### config.mk
export PLATFORM = sky130hd
export DESIGN_NAME = pid_differential_drive_core
export DESIGN_NICKNAME = d
export VERILOG_FILES = /design/src/hdl/pdd_pkg.sv /design/src/hdl/pid_differential_drive_core.sv
export SDC_FILE = /design/constraint.sdc
export NUM_CORES = 2
export LEC_CHECK = 0
export BUFFER_PORTS_ARGS = -buffer_cell sky130_fd_sc_hd__buf_4
export CAP_MARGIN = 10
export CORE_ASPECT_RATIO = 0.9
export CORE_MARGIN = 4
export CORE_UTILIZATION = 40
export CTS_CLUSTER_DIAMETER = 200
export DETAILED_ROUTE_END_ITERATION = 8
export MAX_ROUTING_LAYER = met4
export PLACE_DENSITY = 0.52
export SETUP_SLACK_MARGIN = 0.1
export SLEW_MARGIN = 20
export SYNTH_ARGS = -nofsm -noshare
export SYNTH_HDL_FRONTEND = slang
export SYNTH_SLANG_ARGS = --single-unit
### constraint.sdc
create_clock -name i_clk -period 15.6 [get_ports i_clk]
set_input_delay 3.12 -clock i_clk [delete_from_list [all_inputs] [get_ports i_clk]]
set_output_delay 3.12 -clock i_clk [all_outputs]
set_load 0.02 [all_outputs]
### src/hdl/pdd_pkg.sv
`timescale 1ns / 1ps
// ---------------------------------------------------------------------------
// pdd_pkg
// Shared types and constants for the differential-drive PID steering core.
// ---------------------------------------------------------------------------
package pdd_pkg;

    // Sample and duty widths
    localparam int SAMPLE_W = 10;
    localparam int DUTY_W   = 8;
    localparam int CFG_W    = 8;
    localparam int CFG_IDX_W = 3;

    // Control constants
    localparam int LOST_ERROR   = 500;
    localparam int MARKER_SPEED = 1000;
    localparam int DRIVE_MAX    = 1000;
    localparam int INT_SCALE    = 50;
    localparam int MAX_BASE     = 255 * 4;

    // Drive numerators are held to this range; beyond it the floor order
    // and the clamped duty no longer change
    localparam int NUM_LOW  = -INT_SCALE;
    localparam int NUM_HIGH = (MAX_BASE + 1) * INT_SCALE;

    // Floor division by 50 as multiply and shift, exact up to NUM_HIGH - NUM_LOW
    localparam int DIV50_SHIFT = 22;
    localparam int DIV50_MUL   = ((1 << DIV50_SHIFT) + INT_SCALE - 1) / INT_SCALE;

    // Configuration register indexes
    typedef enum logic [CFG_IDX_W-1:0] {
        CFG_GAIN_P          = 3'd0,
        CFG_GAIN_I          = 3'd1,
        CFG_GAIN_D          = 3'd2,
        CFG_CRUISE_SPEED    = 3'd3,
        CFG_LEFT_THRESHOLD  = 3'd4,
        CFG_RIGHT_THRESHOLD = 3'd5,
        CFG_CENTER_HIGH     = 3'd6,
        CFG_INTEGRAL_LIMIT  = 3'd7
    } t_cfg_idx;

    // Input beat: three sensor samples
    typedef struct packed {
        logic [SAMPLE_W-1:0] left_sample;
        logic [SAMPLE_W-1:0] right_sample;
        logic [SAMPLE_W-1:0] center_sample;
    } t_in_beat;

    // Output beat: two motor duties
    typedef struct packed {
        logic [DUTY_W-1:0] left_duty;
        logic [DUTY_W-1:0] right_duty;
    } t_out_beat;

endpackage

### src/hdl/pid_differential_drive_core.sv
`timescale 1ns / 1ps
// ---------------------------------------------------------------------------
// pid_differential_drive_core
// Line-following PID steering: sensor samples in, left/right PWM duties out.
// ---------------------------------------------------------------------------
// Throughput: one beat per cycle unless the output stalls; the error and
// integral state closes its loop inside the first stage, so back-to-back
// beats see each other's update.
// Stages: input register, error/integral, PID sum, divide/select/clamp output.
// Reset (synchronous, active low) clears config, error/integral state and valids.
module pid_differential_drive_core (
    input  logic                                i_clk,
    input  logic                                i_rst_n,
    input  logic                                i_in_valid,
    output logic                                o_in_ready,
    input  pdd_pkg::t_in_beat                   i_in_beat,
    output logic                                o_out_valid,
    input  logic                                i_out_ready,
    output pdd_pkg::t_out_beat                  o_out_beat,
    input  logic                                i_cfg_we,
    input  logic [pdd_pkg::CFG_IDX_W-1:0]       i_cfg_index,
    input  logic [pdd_pkg::CFG_W-1:0]           i_cfg_data
);

    // Configuration registers
    logic [7:0] r_gain_p, r_gain_i, r_gain_d, r_cruise_speed;
    logic [7:0] r_left_thr, r_right_thr, r_center_high, r_int_limit;

    // Controller state
    logic signed [10:0] r_last_error;
    logic signed [14:0] r_integral;

    // Pipeline valids and payload
    logic               r_in_valid, r_a_valid, r_b_valid, r_out_valid;
    pdd_pkg::t_in_beat  r_in;
    logic signed [10:0] r_a_e;
    logic signed [11:0] r_a_d;
    logic signed [14:0] r_a_acc;
    logic [10:0]        r_a_base;
    logic [15:0]        r_b_ml, r_b_mr;
    logic [10:0]        r_b_base;
    pdd_pkg::t_out_beat r_out;

    // Stage advance chain
    logic out_rdy, b_rdy, a_rdy, in_rdy;

    assign out_rdy = !r_out_valid || i_out_ready;
    assign b_rdy   = !r_b_valid || out_rdy;
    assign a_rdy   = !r_a_valid || b_rdy;
    assign in_rdy  = !r_in_valid || a_rdy;

    assign o_in_ready  = in_rdy;
    assign o_out_valid = r_out_valid;
    assign o_out_beat  = r_out;

    // Error, integral and base speed from the input register
    logic               s0_ldet, s0_rdet;
    logic signed [10:0] s0_e;
    logic signed [19:0] s0_ei, s0_acc_raw, s0_cap, s0_acc_clamp;
    logic [13:0]        s0_cap_u;
    logic signed [11:0] s0_d;
    logic [10:0]        s0_base;

    always_comb begin
        s0_ldet = r_in.left_sample > {2'b00, r_left_thr};
        s0_rdet = r_in.right_sample > {2'b00, r_right_thr};
        if (!s0_ldet && !s0_rdet) begin
            if (r_last_error <= 11'sd0) begin
                s0_e = -11'(pdd_pkg::LOST_ERROR);
            end else begin
                s0_e = 11'(pdd_pkg::LOST_ERROR);
            end
        end else begin
            s0_e = $signed({1'b0, r_in.left_sample}) - $signed({1'b0, r_in.right_sample});
        end

        // Accumulate and clamp to the integral cap
        s0_ei      = s0_e * $signed({1'b0, r_gain_i});
        s0_acc_raw = s0_ei + 20'(r_integral);
        s0_cap_u   = 14'(r_int_limit) * 14'(pdd_pkg::INT_SCALE);
        s0_cap     = $signed({6'b0, s0_cap_u});
        if (s0_acc_raw > s0_cap) begin
            s0_acc_clamp = s0_cap;
        end else if (s0_acc_raw < -s0_cap) begin
            s0_acc_clamp = -s0_cap;
        end else begin
            s0_acc_clamp = s0_acc_raw;
        end

        s0_d = 12'(s0_e) - 12'(r_last_error);

        if (r_in.center_sample > {2'b00, r_center_high}) begin
            s0_base = 11'(pdd_pkg::MARKER_SPEED);
        end else begin
            s0_base = {1'b0, r_cruise_speed, 2'b00};
        end
    end

    // PID sum and drive numerators, held to the useful range and offset to >= 0
    function automatic logic [15:0] sat_num(input logic signed [23:0] n);
        logic [15:0] m;
        if (n < pdd_pkg::NUM_LOW) begin
            m = '0;
        end else if (n > pdd_pkg::NUM_HIGH) begin
            m = 16'(pdd_pkg::NUM_HIGH - pdd_pkg::NUM_LOW);
        end else begin
            m = 16'(n - 24'(pdd_pkg::NUM_LOW));
        end
        return m;
    endfunction

    logic signed [19:0] sa_pk;
    logic signed [22:0] sa_p5, sa_total;
    logic signed [20:0] sa_dk;
    logic [15:0]        sa_b50;
    logic signed [23:0] sa_nl, sa_nr;

    always_comb begin
        sa_pk    = r_a_e * $signed({1'b0, r_gain_p});
        sa_p5    = (23'(sa_pk) <<< 2) + 23'(sa_pk);
        sa_dk    = r_a_d * $signed({1'b0, r_gain_d});
        sa_total = sa_p5 + 23'(sa_dk) + 23'(r_a_acc);
        sa_b50   = 16'(r_a_base) * 16'(pdd_pkg::INT_SCALE);
        sa_nl    = $signed({8'b0, sa_b50}) + 24'(sa_total);
        sa_nr    = $signed({8'b0, sa_b50}) - 24'(sa_total);
    end

    // Divide by 50, keep the slower wheel, clamp and scale to duty
    function automatic logic [7:0] to_duty(input logic signed [11:0] drive);
        logic [7:0] duty;
        if (drive < 12'sd0) begin
            duty = '0;
        end else if (drive > 12'(pdd_pkg::DRIVE_MAX)) begin
            duty = 8'(pdd_pkg::DRIVE_MAX / 4);
        end else begin
            duty = drive[9:2];
        end
        return duty;
    endfunction

    logic [32:0]        sb_prod_l, sb_prod_r;
    logic [10:0]        sb_ql, sb_qr;
    logic signed [11:0] sb_dl, sb_dr, sb_base;
    pdd_pkg::t_out_beat sb_out;

    always_comb begin
        sb_prod_l = 33'(r_b_ml) * 33'(pdd_pkg::DIV50_MUL);
        sb_prod_r = 33'(r_b_mr) * 33'(pdd_pkg::DIV50_MUL);
        sb_ql     = sb_prod_l[pdd_pkg::DIV50_SHIFT +: 11];
        sb_qr     = sb_prod_r[pdd_pkg::DIV50_SHIFT +: 11];
        sb_base   = $signed({1'b0, r_b_base});
        // Quotients carry the numerator offset of one
        sb_dl     = $signed({1'b0, sb_ql}) - 12'sd1;
        sb_dr     = $signed({1'b0, sb_qr}) - 12'sd1;
        if (sb_ql > sb_qr) begin
            sb_dl = sb_base;
        end else begin
            sb_dr = sb_base;
        end
        sb_out.left_duty  = to_duty(sb_dl);
        sb_out.right_duty = to_duty(sb_dr);
    end

    // Control registers: config, state, valids
    always_ff @(posedge i_clk) begin
        if (!i_rst_n) begin
            r_gain_p       <= '0;
            r_gain_i       <= '0;
            r_gain_d       <= '0;
            r_cruise_speed <= '0;
            r_left_thr     <= '0;
            r_right_thr    <= '0;
            r_center_high  <= '0;
            r_int_limit    <= '0;
            r_last_error   <= '0;
            r_integral     <= '0;
            r_in_valid     <= 1'b0;
            r_a_valid      <= 1'b0;
            r_b_valid      <= 1'b0;
            r_out_valid    <= 1'b0;
        end else begin
            if (i_cfg_we) begin
                case (pdd_pkg::t_cfg_idx'(i_cfg_index))
                    pdd_pkg::CFG_GAIN_P:          r_gain_p       <= i_cfg_data;
                    pdd_pkg::CFG_GAIN_I:          r_gain_i       <= i_cfg_data;
                    pdd_pkg::CFG_GAIN_D:          r_gain_d       <= i_cfg_data;
                    pdd_pkg::CFG_CRUISE_SPEED:    r_cruise_speed <= i_cfg_data;
                    pdd_pkg::CFG_LEFT_THRESHOLD:  r_left_thr     <= i_cfg_data;
                    pdd_pkg::CFG_RIGHT_THRESHOLD: r_right_thr    <= i_cfg_data;
                    pdd_pkg::CFG_CENTER_HIGH:     r_center_high  <= i_cfg_data;
                    pdd_pkg::CFG_INTEGRAL_LIMIT:  r_int_limit    <= i_cfg_data;
                    default: ;
                endcase
            end
            // Advance valids
            if (in_rdy) begin
                r_in_valid <= i_in_valid;
            end
            if (a_rdy) begin
                r_a_valid <= r_in_valid;
                // Update state once per beat as it leaves the input register
                if (r_in_valid) begin
                    r_last_error <= s0_e;
                    r_integral   <= 15'(s0_acc_clamp);
                end
            end
            if (b_rdy) begin
                r_b_valid <= r_a_valid;
            end
            if (out_rdy) begin
                r_out_valid <= r_b_valid;
            end
        end
    end

    // Payload registers
    always_ff @(posedge i_clk) begin
        if (in_rdy) begin
            r_in <= i_in_beat;
        end
        if (a_rdy) begin
            r_a_e    <= s0_e;
            r_a_d    <= s0_d;
            r_a_acc  <= 15'(s0_acc_clamp);
            r_a_base <= s0_base;
        end
        if (b_rdy) begin
            r_b_ml   <= sat_num(sa_nl);
            r_b_mr   <= sat_num(sa_nr);
            r_b_base <= r_a_base;
        end
        if (out_rdy) begin
            r_out <= sb_out;
        end
    end

    // Integral never leaves the largest possible cap
    a_integral_range: assert property (@(posedge i_clk) disable iff (!i_rst_n)
        (r_integral <= 15'sd12750) && (r_integral >= -15'sd12750))
        else $error("integral outside cap range");

    // State moves only when a beat leaves the input register
    a_state_hold: assert property (@(posedge i_clk) disable iff (!i_rst_n)
        !(a_rdy && r_in_valid) |=> $stable(r_last_error) && $stable(r_integral))
        else $error("state changed without a beat");

    // Stored error and integral match those handed to the next stage
    a_state_match: assert property (@(posedge i_clk) disable iff (!i_rst_n)
        (a_rdy && r_in_valid) |=> (r_last_error == r_a_e) && (r_integral == r_a_acc))
        else $error("state and stage A disagree");

    // A stalled output keeps the stage behind it full
    a_b_hold: assert property (@(posedge i_clk) disable iff (!i_rst_n)
        (r_b_valid && r_out_valid && !i_out_ready) |=> r_b_valid)
        else $error("beat dropped behind stalled output");

    // Duties stay within the clamped range
    a_duty_range: assert property (@(posedge i_clk) disable iff (!i_rst_n)
        r_out_valid |-> (r_out.left_duty <= 8'd250) && (r_out.right_duty <= 8'd250))
        else $error("duty out of range");

endmodule
==> flow_summary_export.csv <==
group,metric,value,unit
worst_setup_path,setup.worst_path.class,"register to register",
clock_network,cts.root.buffer_cell,"sky130_fd_sc_hd__clkbuf_16",
place,hpwlAfterDp,77.8,mm
synth,syn_nets,5257,
timing,final_min_period_over_clock_period,71.0,%
synth,synthFlopType,"sky130_fd_sc_hd__edfxtp_1",
floorplan,design.portCount,64,
synth,synthesis.yosys.warnings,0,
clock_network,cts_tree,"built",
timing,timing.setup.tns,0,ps
clock_network,post_cts_resized,0,
detailed_routing,drt_pass_1_iters,7,
status,outcome,"finished clean",
floorplan,row_count,107,
clock_network,cts_inserted_buffers,26,
cells_and_area,multi_input_comb_area,28800,sq um
timing,timing.final.crit_period,11070,ps
global_routing,grt.total_usage,19.5,%
worst_setup_path,critPathArrivalTime,11350,ps
cells_and_area,layout-drive-gt1-share,5.00,%
synth,postSynthAreaPerCell,9.26,sq um
synth,ys_seq_elements,226,
floorplan,design.core.area,94700,sq um
timing,tightest_slew,1080,ps
synth,ys_types,104,
worst_setup_path,critPathMaxStageDelay,680,ps
timing,clock_skew,28.7,ps
synth,post_synth_edffs,132,
cells_and_area,nets,5276,
synth,synthTopCellsByArea,"sky130_fd_sc_hd__fa_1, sky130_fd_sc_hd__ha_1, sky130_fd_sc_hd__edfxtp_1",
synth,synth_largest_area_cell,"sky130_fd_sc_hd__fa_1",
floorplan,die_width,334,um
global_routing,global_route.overflow_total,0,
worst_setup_path,critical_path.slowest_cell,"sky130_fd_sc_hd__o31ai_2",
synth,syn-instance-count,4119,
worst_setup_path,worst_path_dominant_cell_family,"adder cells",
global_routing,global_route_wire_length_before_repair,153,mm
global_routing,grt_max_degree,49,
detailed_routing,drt_drc_violations_left,0,
run,max_cap_violations,0,
synth,synth.yosys.seq_area_share,15.3,%
detailed_routing,drt_first_iter_violations,1339,
synth,synthDominantCellAreaShare,26.3,%
worst_setup_path,cp_data_required_time,15870,ps
worst_setup_path,critical_path_peak_fanout,12,
synth,post_synthesis_instance_area,38200,sq um
worst_setup_path,critical_path_buf_inv_count,7,
clock_network,cts_num_sinks,226,
cells_and_area,final.fill_count,9352,
timing,finalHoldViolCount,0,
clock_network,post-cts-setup-buffer-count,0,
timing,finalMaxSlewViolations,0,
timing,timing.fmax,90.3,MHz
timing,setup_viol,0,
global_routing,grt_antenna_before_repair,0,
worst_setup_path,setup.worst_path.start_class,"register",
floorplan,floorplan.die_area,100000,sq um
detailed_routing,route.final.wire_length,92.6,mm
detailed_routing,via_per_inst,5.03,
cells_and_area,area_growth_syn_to_layout,7.33,%
worst_setup_path,end_kind,"register",
global_routing,grt_pass1_vias,28200,
hold_path,holdCritPathClass,"register to register",
detailed_routing,route.antenna.remaining_nets,0,
floorplan,initial_utilization,40.3,%
synth,postSynth.asyncResetShare,0,%
floorplan,floorplan.die.height,301,um
detailed_routing,vias,27200,
timing,maxSlewHeadroom,27.4,%
clock_network,worst_setup_hold_path_clk_slew,60,ps
timing,rsz0062_at_grt,"false",
detailed_routing,wl_per_cell,17.1,um
clock_network,cts-hold-fix-buffers,0,
place,replace_congestion,0.875,
clock_network,cts_htree_levels,1,
place,buffer_ports.inserted,63,
clock_network,cts.path.max_buffers,3,
cells_and_area,seqCellArea,5850,sq um
clock_network,clkLatencyLatePin,590,ps
worst_setup_path,ff2ff_setup_slack,4530,ps
==> flip-flops by register name (all words and copies together) (netlist names), 11 cells and up <==
register      flops
r_integral       15
r_b_ml           16
o_out_beat       16
r_last_error     11
r_in             30
r_a_d            12
r_b_mr           16
r_a_acc          15
r_a_e            11
==> cell usage after synthesis, types with 7 or more instances <==
library cell	number
sky130_fd_sc_hd__buf_1	11
sky130_fd_sc_hd__o21ai_1	11
sky130_fd_sc_hd__or3_1	12
sky130_fd_sc_hd__edfxtp_1	132
sky130_fd_sc_hd__o21a_1	49
sky130_fd_sc_hd__o21bai_1	20
sky130_fd_sc_hd__nand3b_1	10
sky130_fd_sc_hd__o211ai_1	20
sky130_fd_sc_hd__a31o_2	12
sky130_fd_sc_hd__nand2_1	374
sky130_fd_sc_hd__a211oi_1	26
sky130_fd_sc_hd__xnor2_1	105
sky130_fd_sc_hd__inv_1	858
sky130_fd_sc_hd__nor3_1	57
sky130_fd_sc_hd__and2_1	167
sky130_fd_sc_hd__xor2_1	60
sky130_fd_sc_hd__a21o_1	61
sky130_fd_sc_hd__nand3_1	52
sky130_fd_sc_hd__o2111ai_1	9
sky130_fd_sc_hd__nor3b_1	9
sky130_fd_sc_hd__buf_2	7
sky130_fd_sc_hd__a41oi_1	17
sky130_fd_sc_hd__nor4_1	33
sky130_fd_sc_hd__a21oi_1	192
sky130_fd_sc_hd__nand2b_1	26
sky130_fd_sc_hd__mux2i_1	22
sky130_fd_sc_hd__or4_1	11
sky130_fd_sc_hd__o21ai_0	79
sky130_fd_sc_hd__and3_1	26
sky130_fd_sc_hd__nor2b_1	30
sky130_fd_sc_hd__fa_1	501
sky130_fd_sc_hd__o31ai_1	15
sky130_fd_sc_hd__o211a_1	14
sky130_fd_sc_hd__nand4_1	24
sky130_fd_sc_hd__nor2_1	123
sky130_fd_sc_hd__or2_2	18
sky130_fd_sc_hd__ha_1	591
sky130_fd_sc_hd__and4_1	7
sky130_fd_sc_hd__a31oi_1	23
sky130_fd_sc_hd__clkbuf_1	72
sky130_fd_sc_hd__a21boi_0	17
sky130_fd_sc_hd__dfxtp_1	94
==> worst reg2reg max path: cells and delay by family, from the launching register on <==
kind | cells | cell delay (ps)
compound gates | 12 | 2890
xor+xnor | 2 | 240
fa+ha+maj | 11 | 5050
buf+inv | 7 | 410
flops | 1 | 540
simple gates | 7 | 1620
==> cell usage in the layout (no fill, tap or decap), drive strengths merged, types with 18 or more instances in the layout <==
cell	synthesis	final
a211oi	27	27
a21boi	18	18
a21o	62	62
a21oi	196	196
a31oi	23	23
and2	170	170
and3	26	26
buf	19	83
clkbuf	73	40
dfxtp	94	94
edfxtp	132	132
fa	501	501
ha	591	591
inv	859	861
mux2i	22	22
nand2	375	375
nand2b	26	26
nand3	52	52
nand4	24	24
nor2	123	123
nor2b	30	30
nor3	58	58
nor4	35	35
o211ai	21	21
o21a	49	49
o21ai	90	90
o21bai	20	20
or2	20	20
xnor2	105	105
xor2	60	60
==> through the flow <==
step	setup slack, ps	area [sq um]	util [%]	std cells	hold slack [ps]
floorplan	5480	38200	-	4119	429
global placement	4780	40000	42.3	5363	438
detailed placement	4550	40000	42.3	5363	445
CTS	4480	41000	43.3	5411	454
global route	3740	41000	43.3	5411	472
finish	4530	41000	43.3	5412	454
==> final cells by class <==
cell class	count	area share, %
Inverter	860	7.88
Antenna cell	1	0.00611
Sequential cell	226	14.3
Clock buffer	40	1.92
Clock inverter	8	0.354
Multi-Input combinational cell	2941	70.2
Tap cell	1253	3.83
Timing Repair Buffer	83	1.52
==> routing by layer <==
layer	wire [um]	vias to the layer above	GRT usage (%)	part of all wire (%)
li1	-	13600	-	-
met1	46700	13200	28.0	50
met3	3000	76	1.80	3.2
met4	1550	0	3.33	1.7
met5	0	-	-	0
met2	41400	370	30.5	45
==> final timing paths <==
path	depth (start not counted)	end	startpoint
setup / recovery	39	r_b_ml[14]	r_gain_p[2]
setup reg to reg	39	r_b_ml[14]	r_gain_p[2]
hold reg to reg	2	r_right_thr[5]	r_right_thr[5]
hold / removal	2	r_right_thr[5]	r_right_thr[5]
==> logic make-up (layout without fill, tap and decap cells) <==
logic type,count (synthesis),in the layout,share of synthesized area [%]
AOI/OAI and AO/OA,651,651,11.8
xor gates and xnor gates,165,165,3.79
adders and majority gates,1092,1092,45.7
buffers and inverters,952,991,9.41
DFF,226,226,15.3
muxes,26,26,0.695
other,0,1,0
and+or+nand+nor,1007,1007,13.3
Power is left out: the tool's default activity adds up to more than one toggle a clock period on the data nets, which glitch-free logic cannot reach.
